===== src/rtl/core/ssc_mul.sv =====
`timescale 1ns / 1ps
// ----------------------------------------------------------------------------
// ssc_mul
// Two-stage unsigned multiplier lanes built from four half-width products.
// ----------------------------------------------------------------------------
module ssc_mul #(
	parameter int W  = 33,
	parameter int NP = 1,
	parameter int SW = 8
) (
	input  logic                       clk,
	input  logic                       arst_n,
	input  logic                       en,
	input  logic                       vld_i,
	input  logic [NP-1:0][W-1:0]       a,
	input  logic [NP-1:0][W-1:0]       b,
	input  logic [SW-1:0]              side_i,
	output logic                       vld_o,
	output logic [NP-1:0][2*W-1:0]     p,
	output logic [SW-1:0]              side_o
);
	localparam int H  = (W + 1) / 2;
	localparam int HW = W - H;

	logic [NP-1:0][2*H-1:0]    ll_s1;
	logic [NP-1:0][H+HW-1:0]   lh_s1;
	logic [NP-1:0][H+HW-1:0]   hl_s1;
	logic [NP-1:0][2*HW-1:0]   hh_s1;
	logic [SW-1:0]             side_s1;
	logic [SW-1:0]             side_s2;
	logic [NP-1:0][2*W-1:0]    p_s2;
	logic                      vld_s1;
	logic                      vld_s2;

	always_ff @(posedge clk or negedge arst_n) begin
		if (!arst_n) begin
			vld_s1 <= 1'b0;
			vld_s2 <= 1'b0;
		end else if (en) begin
			vld_s1 <= vld_i;
			vld_s2 <= vld_s1;
		end
	end

	for (genvar g = 0; g < NP; g++) begin : g_lane
		always_ff @(posedge clk) begin
			if (en) begin
				ll_s1[g] <= a[g][H-1:0] * b[g][H-1:0];
				lh_s1[g] <= a[g][H-1:0] * b[g][W-1:H];
				hl_s1[g] <= a[g][W-1:H] * b[g][H-1:0];
				hh_s1[g] <= a[g][W-1:H] * b[g][W-1:H];
				p_s2[g]  <= (2*W)'(ll_s1[g]) + ((2*W)'(lh_s1[g]) << H)
					+ ((2*W)'(hl_s1[g]) << H) + ((2*W)'(hh_s1[g]) << (2*H));
			end
		end
	end

	always_ff @(posedge clk) begin
		if (en) begin
			side_s1 <= side_i;
			side_s2 <= side_s1;
		end
	end

	assign vld_o  = vld_s2;
	assign p      = p_s2;
	assign side_o = side_s2;

endmodule


===== config.mk =====
export PLATFORM = sky130hd
export DESIGN_NAME = ssc_mul
export DESIGN_NICKNAME = d
export VERILOG_FILES = /design/src/rtl/core/ssc_mul.sv
export SDC_FILE = /design/constraint.sdc
export NUM_CORES = 2
export LEC_CHECK = 0
export BUFFER_PORTS_ARGS = -buffer_cell sky130_fd_sc_hd__buf_2
export CAP_MARGIN = 20
export CELL_PAD_IN_SITES_DETAIL_PLACEMENT = 1
export CELL_PAD_IN_SITES_GLOBAL_PLACEMENT = 2
export CORE_ASPECT_RATIO = 0.9
export CORE_MARGIN = 1
export CORE_UTILIZATION = 46
export CTS_CLUSTER_DIAMETER = 30
export DETAILED_ROUTE_END_ITERATION = 8
export PLACE_DENSITY_LB_ADDON = 0.1
export SLEW_MARGIN = 20
export SYNTH_ARGS = -nofsm -noshare
export SYNTH_HDL_FRONTEND = slang
export SYNTH_SLANG_ARGS = --single-unit

===== constraint.sdc =====
create_clock -name clk -period 7.7 [get_ports clk]
set_input_delay 0.77 -clock clk [delete_from_list [all_inputs] [get_ports clk]]
set_output_delay 0.77 -clock clk [all_outputs]
set_load 0.05 [all_outputs]

==> out/metrics.cfg <==
[status]
status = complete, no violations

[grt]
grt_start_max_net_pins = 114
grt_pass1_vias = 35635
antenna_found_initial = 9
grt_overflow = 0
grt_pass1_wl_um = 207200
grtUsageTotal = 0.2773

[critical_path]
slowest_stage = buf_2
setup.worst_path.start = b[6]
crit_cells = 20
reg2reg_from = ll_s1[18]
cp_max_fo = 29
ff2ff_setup_slack_ns = 2.65
cp_num_buf_inv = 3
crit_top_cell = fa_1
cp-endpoint = ll_s1[33]
critPathCaptureType = register
crit_type = input pin to register
critPathRequiredTime_ns = 8.06
cp_cell_sequence = buf_2 -> and2_1 -> fa_1 -> inv_1 -> fa_1 -> fa_1 -> fa_1 -> inv_1 -> fa_1 -> fa_1 -> ha_1 -> a21oi_1 -> o21ai_1 -> a31oi_1 -> o221ai_1 -> a311o_1 -> a2111oi_4 -> o31ai_1 -> a221oi_2 -> xnor2_1
r2r_end = p[62]
critPathMaxStageDelay_ns = 0.55
start_kind = input pin
arrival_ns = 7.18
critical-path-top-delay-family = adder cells
r2r_cells = 15

[drt]
drc = 0
vias = 31653
wl_um = 130300
wl_per_cell_um = 21.60
detail-route-antenna-nets = 0
via_per_inst = 5.248
firstDrtPassIters = 5
dr.first_iter.drc_count = 1358

[placed_design]
dpl.hpwl_um = 105400
port_buffers = 152
place.gp.congestion = 0.8624

[sta]
post-route-period-util = 0.8857
finalMaxSlewViolations = 0
hold_violations = 0
rsz0062_at_grt = no
slew_headroom = 0.3228
max_freq_mhz = 146.6
max_slew.worst_pin.slew_ns = 1.016
setup_violations = 0
fin_crit_ns = 6.820
fin_tns_setup_ns = 0
skew_ns = 0.03773

[synth]
synthSimpleGateAreaFrac = 0.1496
yosys_warnings = 0
yosysUniqueCellTypes = 64
synth_flop_cell = edfxtp_1
synthesis.area_um2 = 44560
ys_seq_area_frac = 0.1453
synth_cells = 4602
synth-edff-count = 214
synthArstFlopShare = 0.009259
synth_top_family_by_area = adder cells
synthXorXnorAreaFrac = 0.03046
yosys_register_bits = 216
synth_compound_area_frac = 0.05806
yosys-mux-area-fraction = 0.001179
synth_nets = 6003
avgSynthCellArea_um2 = 9.684
synthAdderAreaFrac = 0.5177

[cells_and_area]
areaGrowthSynthToFinish_pct = 11.19
layout.nets = 6124
layout-drive-gt1-share = 0.08082
final_cell_mix = inv_1 (947), fa_1 (868), nand2_1 (639)
n_fill_cell = 10774
final_common_cell = inv_1

[clocking]
cts_max_path_buffers = 3
h-tree-depth = 3
clock_latency_ns = 0.64
cts_hold_buf = 1
clockRootBuffer = clkbuf_16
cts_inserted_buffers = 68
clk_pin_slew_ns = 0.05
post_cts_buffers = 0
post_cts_resize_count = 0
cts.sinks = 216
cts_tree = yes

[die]
die_area_um2 = 98130
boundaryPins = 153
dieHeight_um = 297.3
coreArea_um2 = 95320
die_w_um = 330.1
start_util = 0.4675
num_rows = 107

[run]
maxCapViolCount = 0

[min_path]
hp-class = input pin to register

## stage by stage
step / area [µm²] / hold WS, ns / setup slack, ns / util / instances
2_1_floorplan: 44560 / 0.4003 / 0.9248 / - / 4602
3_3_place_gp: 47120 / 0.4006 / 0.3920 / 0.4944 / 5905
3_5_place_dp: 47120 / 0.4056 / 0.2885 / 0.4944 / 5905
4_1_cts: 49550 / 0.2867 / 0.9172 / 0.5198 / 6029
5_1_grt: 49550 / 0.2944 / 0.6003 / 0.5198 / 6029
6_report: 49550 / 0.3288 / 0.8801 / 0.5198 / 6031
## flip-flops by register name (all words and copies together) (netlist names)
signal   cells
hl_s1       33
vld_s1       1
ll_s1       34
side_s1      8
side_o       8
p           66
vld_o        1
lh_s1       33
hh_s1       32
## synthesized netlist by cell type, types with 3 or more instances
master | count | share of area
inv_1 | 947 | 0.080
nand3b_1 | 3 | 0.00051
a311o_1 | 4 | 0.00090
o22ai_1 | 3 | 0.00042
a221oi_1 | 4 | 0.00079
xor2_1 | 52 | 0.010
o21ai_0 | 22 | 0.0025
nand3_1 | 25 | 0.0028
nor2_1 | 72 | 0.0061
a211o_1 | 5 | 0.00098
and4_1 | 5 | 0.00098
o31ai_1 | 4 | 0.00067
nand2_1 | 639 | 0.054
a41oi_1 | 5 | 0.00098
a21boi_1 | 3 | 0.00051
o211ai_1 | 5 | 0.00084
a21boi_0 | 3 | 0.00051
clkbuf_1 | 212 | 0.018
nor3b_1 | 3 | 0.00051
a21o_1 | 88 | 0.015
nor3_1 | 9 | 0.0010
ha_1 | 455 | 0.13
a2111oi_0 | 3 | 0.00059
edfxtp_1 | 214 | 0.14
or2_2 | 4 | 0.00056
o21a_1 | 16 | 0.0027
a21oi_1 | 117 | 0.013
a31oi_1 | 13 | 0.0018
nor2b_1 | 19 | 0.0027
xnor2_1 | 103 | 0.020
and3_1 | 19 | 0.0027
mux2i_1 | 3 | 0.00067
and2_1 | 517 | 0.073
nand4_1 | 20 | 0.0028
fa_1 | 868 | 0.39
a211oi_1 | 12 | 0.0020
nand2b_1 | 10 | 0.0014
o21bai_1 | 22 | 0.0037
or2_1 | 4 | 0.00056
o21ai_1 | 37 | 0.0042
a41o_1 | 3 | 0.00067
## area by class of cell
| class | count | area, µm² | share of cell area |
|---|---|---|---|
| Multi-Input combinational cell | 3226 | 33730 | 0.6808 |
| Sequential cell | 216 | 6476 | 0.1307 |
| Inverter | 947 | 3555 | 0.07174 |
| Timing Repair Buffer | 264 | 1802 | 0.03636 |
| Clock buffer | 73 | 1742 | 0.03515 |
| Tap cell | 1253 | 1568 | 0.03164 |
| Clock inverter | 50 | 670.6 | 0.01353 |
| Antenna cell | 2 | 5.005 | 0.0001010 |
## worst min-delay path by stage
stage          startpoint          to  slack, ns  depth (start not counted)
2_1_floorplan    ll_s1[0]        p[0]       0.40                          0
5_1_grt         side_i[2]  side_s1[2]       0.29                          1
3_3_place_gp   side_s1[5]   side_o[5]       0.40                          0
3_5_place_dp    ll_s1[13]       p[13]       0.41                          0
6_report        side_i[2]  side_s1[2]       0.33                          1
4_1_cts         side_i[2]  side_s1[2]       0.29                          1
## routing by layer
layer | global-route usage | wire (µm) | vias to the layer above
li1 | - | - | 14308
met4 | 0.06386 | 2811 | 2
met3 | 0.03594 | 4932 | 152
met5 | 0 | 11 | -
met1 | 0.3841 | 58630 | 16657
met2 | 0.4617 | 63890 | 534
## cells by family (layout without fill, tap and decap cells)
family                     after synthesis  after routing
AOI/OAI and AO/OA                      390            390
xor gates and xnor gates               155            155
other                                    0              2
adders and majority gates             1323           1323
buffers and inverters                 1160           1334
and+or+nand+nor                       1353           1353
muxes                                    5              5
DFF                                    216            216
Power is left out: the tool's default activity adds up to more than one toggle a clock period on the data nets, which glitch-free logic cannot reach.
