## src/rtl/core/ssc_sqrt.sv

```systemverilog
`timescale 1ns / 1ps
// ----------------------------------------------------------------------------
// ssc_sqrt
// Pipelined floor square root, one result bit per register stage.
// ----------------------------------------------------------------------------
module ssc_sqrt #(
	parameter int N  = 64,
	parameter int NL = 1,
	parameter int SW = 8
) (
	input  logic                     clk,
	input  logic                     arst_n,
	input  logic                     en,
	input  logic                     vld_i,
	input  logic [NL-1:0][N-1:0]     rad,
	input  logic [SW-1:0]            side_i,
	output logic                     vld_o,
	output logic [NL-1:0][N/2-1:0]   root,
	output logic [SW-1:0]            side_o
);
	localparam int M = N / 2;

	logic [NL-1:0][N-1:0]   rad_s  [0:M];
	logic [NL-1:0][M+1:0]   rem_s  [0:M];
	logic [NL-1:0][M-1:0]   root_s [0:M];
	logic [SW-1:0]          side_s [0:M];
	logic                   vld_s  [0:M];

	assign rad_s[0]  = rad;
	assign rem_s[0]  = '0;
	assign root_s[0] = '0;
	assign side_s[0] = side_i;
	assign vld_s[0]  = vld_i;

	for (genvar k = 0; k < M; k++) begin : g_stage
		always_ff @(posedge clk or negedge arst_n) begin
			if (!arst_n) begin
				vld_s[k+1] <= 1'b0;
			end else if (en) begin
				vld_s[k+1] <= vld_s[k];
			end
		end

		always_ff @(posedge clk) begin
			if (en) begin
				side_s[k+1] <= side_s[k];
			end
		end

		for (genvar g = 0; g < NL; g++) begin : g_lane
			logic [M+3:0] t;
			logic [M+3:0] trial;
			logic         take;

			assign t     = {rem_s[k][g], rad_s[k][g][N-1:N-2]};
			assign trial = {2'b00, root_s[k][g], 2'b01};
			assign take  = t >= trial;

			always_ff @(posedge clk) begin
				if (en) begin
					rad_s[k+1][g]  <= {rad_s[k][g][N-3:0], 2'b00};
					rem_s[k+1][g]  <= take ? (M+2)'(t - trial) : (M+2)'(t);
					root_s[k+1][g] <= {root_s[k][g][M-2:0], take};
				end
			end
		end
	end

	assign vld_o  = vld_s[M];
	assign root   = root_s[M];
	assign side_o = side_s[M];

endmodule

```

## config.mk

```make
export PLATFORM = sky130hd
export DESIGN_NAME = ssc_sqrt
export DESIGN_NICKNAME = d
export VERILOG_FILES = /design/src/rtl/core/ssc_sqrt.sv
export SDC_FILE = /design/constraint.sdc
export NUM_CORES = 2
export LEC_CHECK = 0
export BUFFER_PORTS_ARGS = -buffer_cell sky130_fd_sc_hd__buf_2
export CORE_MARGIN = 2
export CORE_UTILIZATION = 50
export DETAILED_ROUTE_END_ITERATION = 7
export PLACE_DENSITY = 0.79
export SLEW_MARGIN = 25
export SYNTH_ARGS = -nofsm -noshare
export SYNTH_HDL_FRONTEND = slang
export SYNTH_SLANG_ARGS = --single-unit
```

## constraint.sdc

```tcl
create_clock -name clk -period 3.4 [get_ports clk]
set_input_delay 0.17 -clock clk [delete_from_list [all_inputs] [get_ports clk]]
set_output_delay 0.17 -clock clk [all_outputs]
set_load 0.005 [all_outputs]
```

==> impl_results.md <==
- Crit-path max cell delay: 0.46 ns
- CP bufs+invs: 1
- Failing checks: negative setup slack
- Nets@finish: 11058
- CTS clk-pin slew, worst paths: approximately 0.06 ns
- Post-Place Worst Slack: -0.0936 ns
- Final setup violating endpoints: 1
- Top-level port count: between 100 and 150
- Total global routing overflow: 0
- Clk root buf: clkbuf_16
- Placement Rows: 184
- Sw Pwr: 27.3 mW
- Syn nets: 10174
- Worst-case clock buffer depth: 4
- Global-route wire length before repair: 422000 um
- Final worst-path cycle share: 1.01
- Leak: 56.5 nW
- Share of layout cells above drive strength 1: 0.130
- Fillers: 19024
- Setup ws final: -0.0304 ns
- Core Region: 0.252 sq mm
- Non-filler cells in the finished layout: ~14000
- Synth Cell Area: 0.127 sq mm
- Post-DP HPWL: about 190000 um
- Reg power frac: 0.467
- Vias in the first global route: 76529
- Latest clock arrival within the worst-skew pair: around 0.93 ns
- Hold WS: 0.0696 ns
- Worst-path maximum fanout: 7
- Post-synth EDFFs: ~2800
- Pint: 72.0 mW
- Outcome: complete, but fails checks
- Max-slew headroom: 0.396
- RSZ-0062 raised after global routing: yes
- Post-synth cell types: 93
- Arr. time, crit path: 4.13 ns
- YS warnings: 0
- Setup crit end kind: register
- Clock buffer count from CTS: 312
- Worst Path Required: a little over 4 ns
- Critical path's top delay family: simple AND/OR/NAND/NOR gates
- Area growth syn-to-layout: 16.5%
- ANT nets after route: 0
- Tot GR Track Use: 0.206
- CP Launch Type: register
- Synth Instances: 9536
- Wire length per cell: 19.4 um
- Worst hold path type: in -> reg
- Via count: 77537
- DIE AREA: between 0.2 and 0.3 sq mm
- Max-slew violations: 0
- CTS tree: yes
- CP cell instances: or3_4, or4_4, or2_4, or4_4, o21ai_4, a2111oi_4, or3_4, buf_4, or3_1, xnor2_1
- Pre-antenna DRT Iters: 7
- Final wirelength: roughly 270000 um
- Final hold viol count: 0
- Initial DRC Count: 6888
- # clock sinks: 2811
- Post-synthesis register bit count: around 2800
- P per Cell Area: between 600 and 700 mW/mm^2
- Crit path time final: roughly 3.4 ns
- Ys flop type: edfxtp_1
- Placed cell count: 13275
- Critical path type: reg -> reg
- Largest net degree at the start of global routing: ~150
- Seq/Total Area, Yosys: 0.666
- Worst Skew: 0.0742 ns
- Avg Vias per Cell: 5.54
- Antenna violations before repair: 10
- Htree depth: 5
- Worst-Margin Slew: 0.906 ns
- Async set-reset flop share out of synthesis: 0.0114
- Die X: a little over 500 um
- Residual DRC count: 0
- Starting Density: 0.503
- Reg2Reg Setup Slack: -0.03 ns
- Switching part of the total: 0.275
- Max-cap viol count: 0
- Tot Pwr: 99.3 mW
- Clock power frac: 0.334
- I/O Buffers: 116
- Max VDD drop: 0.637 mV
- CP max-delay cell: or4_4
- Fmax: 292 MHz
- Final core occ: 0.586
- Die height: 507 um
- Syn avg cell area: 13.3 sq um
- Gpl congestion: 0.906
- Part of the power in combinational logic: 0.199
[final timing paths]
path,start,end,cells after the start
setup reg to reg,g_stage[7].g_lane[0].t[12]$_DFFE_PP_,g_stage[8].g_lane[0].t[35]$_DFFE_PP_,10
hold reg to reg,rad_s[1431]$_DFFE_PP_,rad_s[1369]$_DFFE_PP_,0
hold / removal,rad[1],rad_s[1987]$_DFFE_PP_,2
min in group asynchronous,arst_n,vld_s[31]$_DFFE_PN0P_,4
setup / recovery,g_stage[7].g_lane[0].t[12]$_DFFE_PP_,g_stage[8].g_lane[0].t[35]$_DFFE_PP_,10
max in group asynchronous,arst_n,vld_s[16]$_DFFE_PN0P_,4
[state kept, by name, summed over array words and instances, names as in the netlist]
register / cells
side_s: 248
g_stage.g_lane.trial: 496
g_stage.g_lane.t: 1065
vld_o: 1
side_o: 8
rad_s: 930
vld_s: 31
root: 32
[worst register-to-register path: cells and delay by family, from the launching register on]
| kind | cells | cell delay, ns |
|---|---|---|
| AO/OA/AOI/OAI | 2 | 0.28 |
| XOR/XNOR | 1 | 0.15 |
| buffers and inverters | 1 | 0.17 |
| flip-flops | 1 | 0.39 |
| AND/OR/NAND/NOR | 6 | 2.20 |
[logic make-up (layout without fill, tap and decap cells)]
kind of cell | after synthesis | count (layout) | share of synthesized area
XOR/XNOR | 843 | 843 | 0.0583
multiplexers | 85 | 85 | 0.00747
flip-flops | 2811 | 2811 | 0.666
AO/OA/AOI/OAI | 1834 | 1834 | 0.0883
AND/OR/NAND/NOR | 2501 | 2501 | 0.0978
adder cells (fa/ha/maj) | 562 | 562 | 0.0555
buffers and inverters | 899 | 2009 | 0.0270
other | 1 | 2 | 0.0000296
[cells in the mapped netlist, drive strengths merged (17+ instances only)]
| master | count | area [sq um] |
|---|---|---|
| and4 | 19 | 166 |
| buf | 29 | 150 |
| mux2 | 76 | 856 |
| ha | 562 | 7030 |
| o21ai | 547 | 2740 |
| or4 | 60 | 465 |
| clkbuf | 163 | 612 |
| a21oi | 556 | 2780 |
| nor2 | 545 | 2050 |
| nand3 | 159 | 796 |
| a21boi | 17 | 128 |
| nand2b | 107 | 669 |
| nor2b | 77 | 482 |
| o31ai | 51 | 383 |
| xor2 | 436 | 3820 |
| nand2 | 721 | 2710 |
| nor3 | 238 | 1210 |
| nand4 | 102 | 638 |
| a211oi | 42 | 315 |
| o211ai | 44 | 330 |
| nor4b | 21 | 199 |
| o21a | 88 | 661 |
| xnor2 | 407 | 3560 |
| inv | 706 | 2650 |
| o21bai | 35 | 263 |
| and2 | 27 | 169 |
| or3 | 99 | 624 |
| edfxtp | 2779 | 83500 |
| nand4b | 17 | 149 |
| a21o | 224 | 1680 |
| nor4 | 133 | 832 |
| and3 | 59 | 369 |
| a31o | 17 | 149 |
| dfrtp | 32 | 801 |
| nand3b | 23 | 173 |
| a31oi | 57 | 357 |
| or2 | 57 | 359 |
[through the flow]
stage	area (sq um)	TNS (ns)
floorplan	127000	0
global placement	135000	-1.24
detailed placement	135000	-1.48
CTS	146000	-0.00741
global route	147000	-1.13
finish	147000	-0.0304
[cells in the final DEF (no fill, tap or decap), types with 107 or more instances in the layout]
cell,instances
clkbuf_16,317
buf_4,442
buf_2,115
nor3_1,216
ha_1,555
a21oi_1,543
nand2b_1,107
edfxtp_1,2779
nor4_1,117
xnor2_1,407
a21o_1,224
o21ai_0,513
nand2_1,719
xor2_1,436
inv_1,703
nand3_1,154
dlygate4sd3_1,149
nor2_1,539
[cell type report]
cell class,count,area (sq um),area share
Sequential cell,2811,84300,0.571
Multi-Input combinational cell,5826,39900,0.271
Clock buffer,360,8050,0.0546
Timing Repair Buffer,762,6440,0.0437
Tap cell,3348,4190,0.0284
Inverter,707,2660,0.0180
Clock inverter,180,1970,0.0133
Antenna cell,1,2.50,0.0000170
[power by group through the flow]
stage | clock network (mW) | registers (mW) | logic [mW]
CTS | 33.9 | 46.4 | 19.4
detailed placement | 0 | 47.0 | 19.0
global route | 35.2 | 46.7 | 22.0
global placement | 0 | 47.0 | 18.7
floorplan | 0 | 45.7 | 13.3
finish | 33.2 | 46.3 | 19.8
[layer usage]
metal,track usage,routed length [um],share of wire
met2,0.353,135000,0.50
met1,0.272,115000,0.42
met4,0.0690,8660,0.032
met5,0,11,0.000041
met3,0.0253,12600,0.046
[what timing repair did]
item                                   in CTS  in global routing
buffers inserted                            4                 20
gates resized for setup                    28                199
pin swaps                                   6                 27
setup endpoints to repair                  99                427
endpoints found under the hold margin     464                  0
hold buffers                              150                  0
gates cloned                                3                  3
Note: power is estimated with default switching activity, not from simulation.
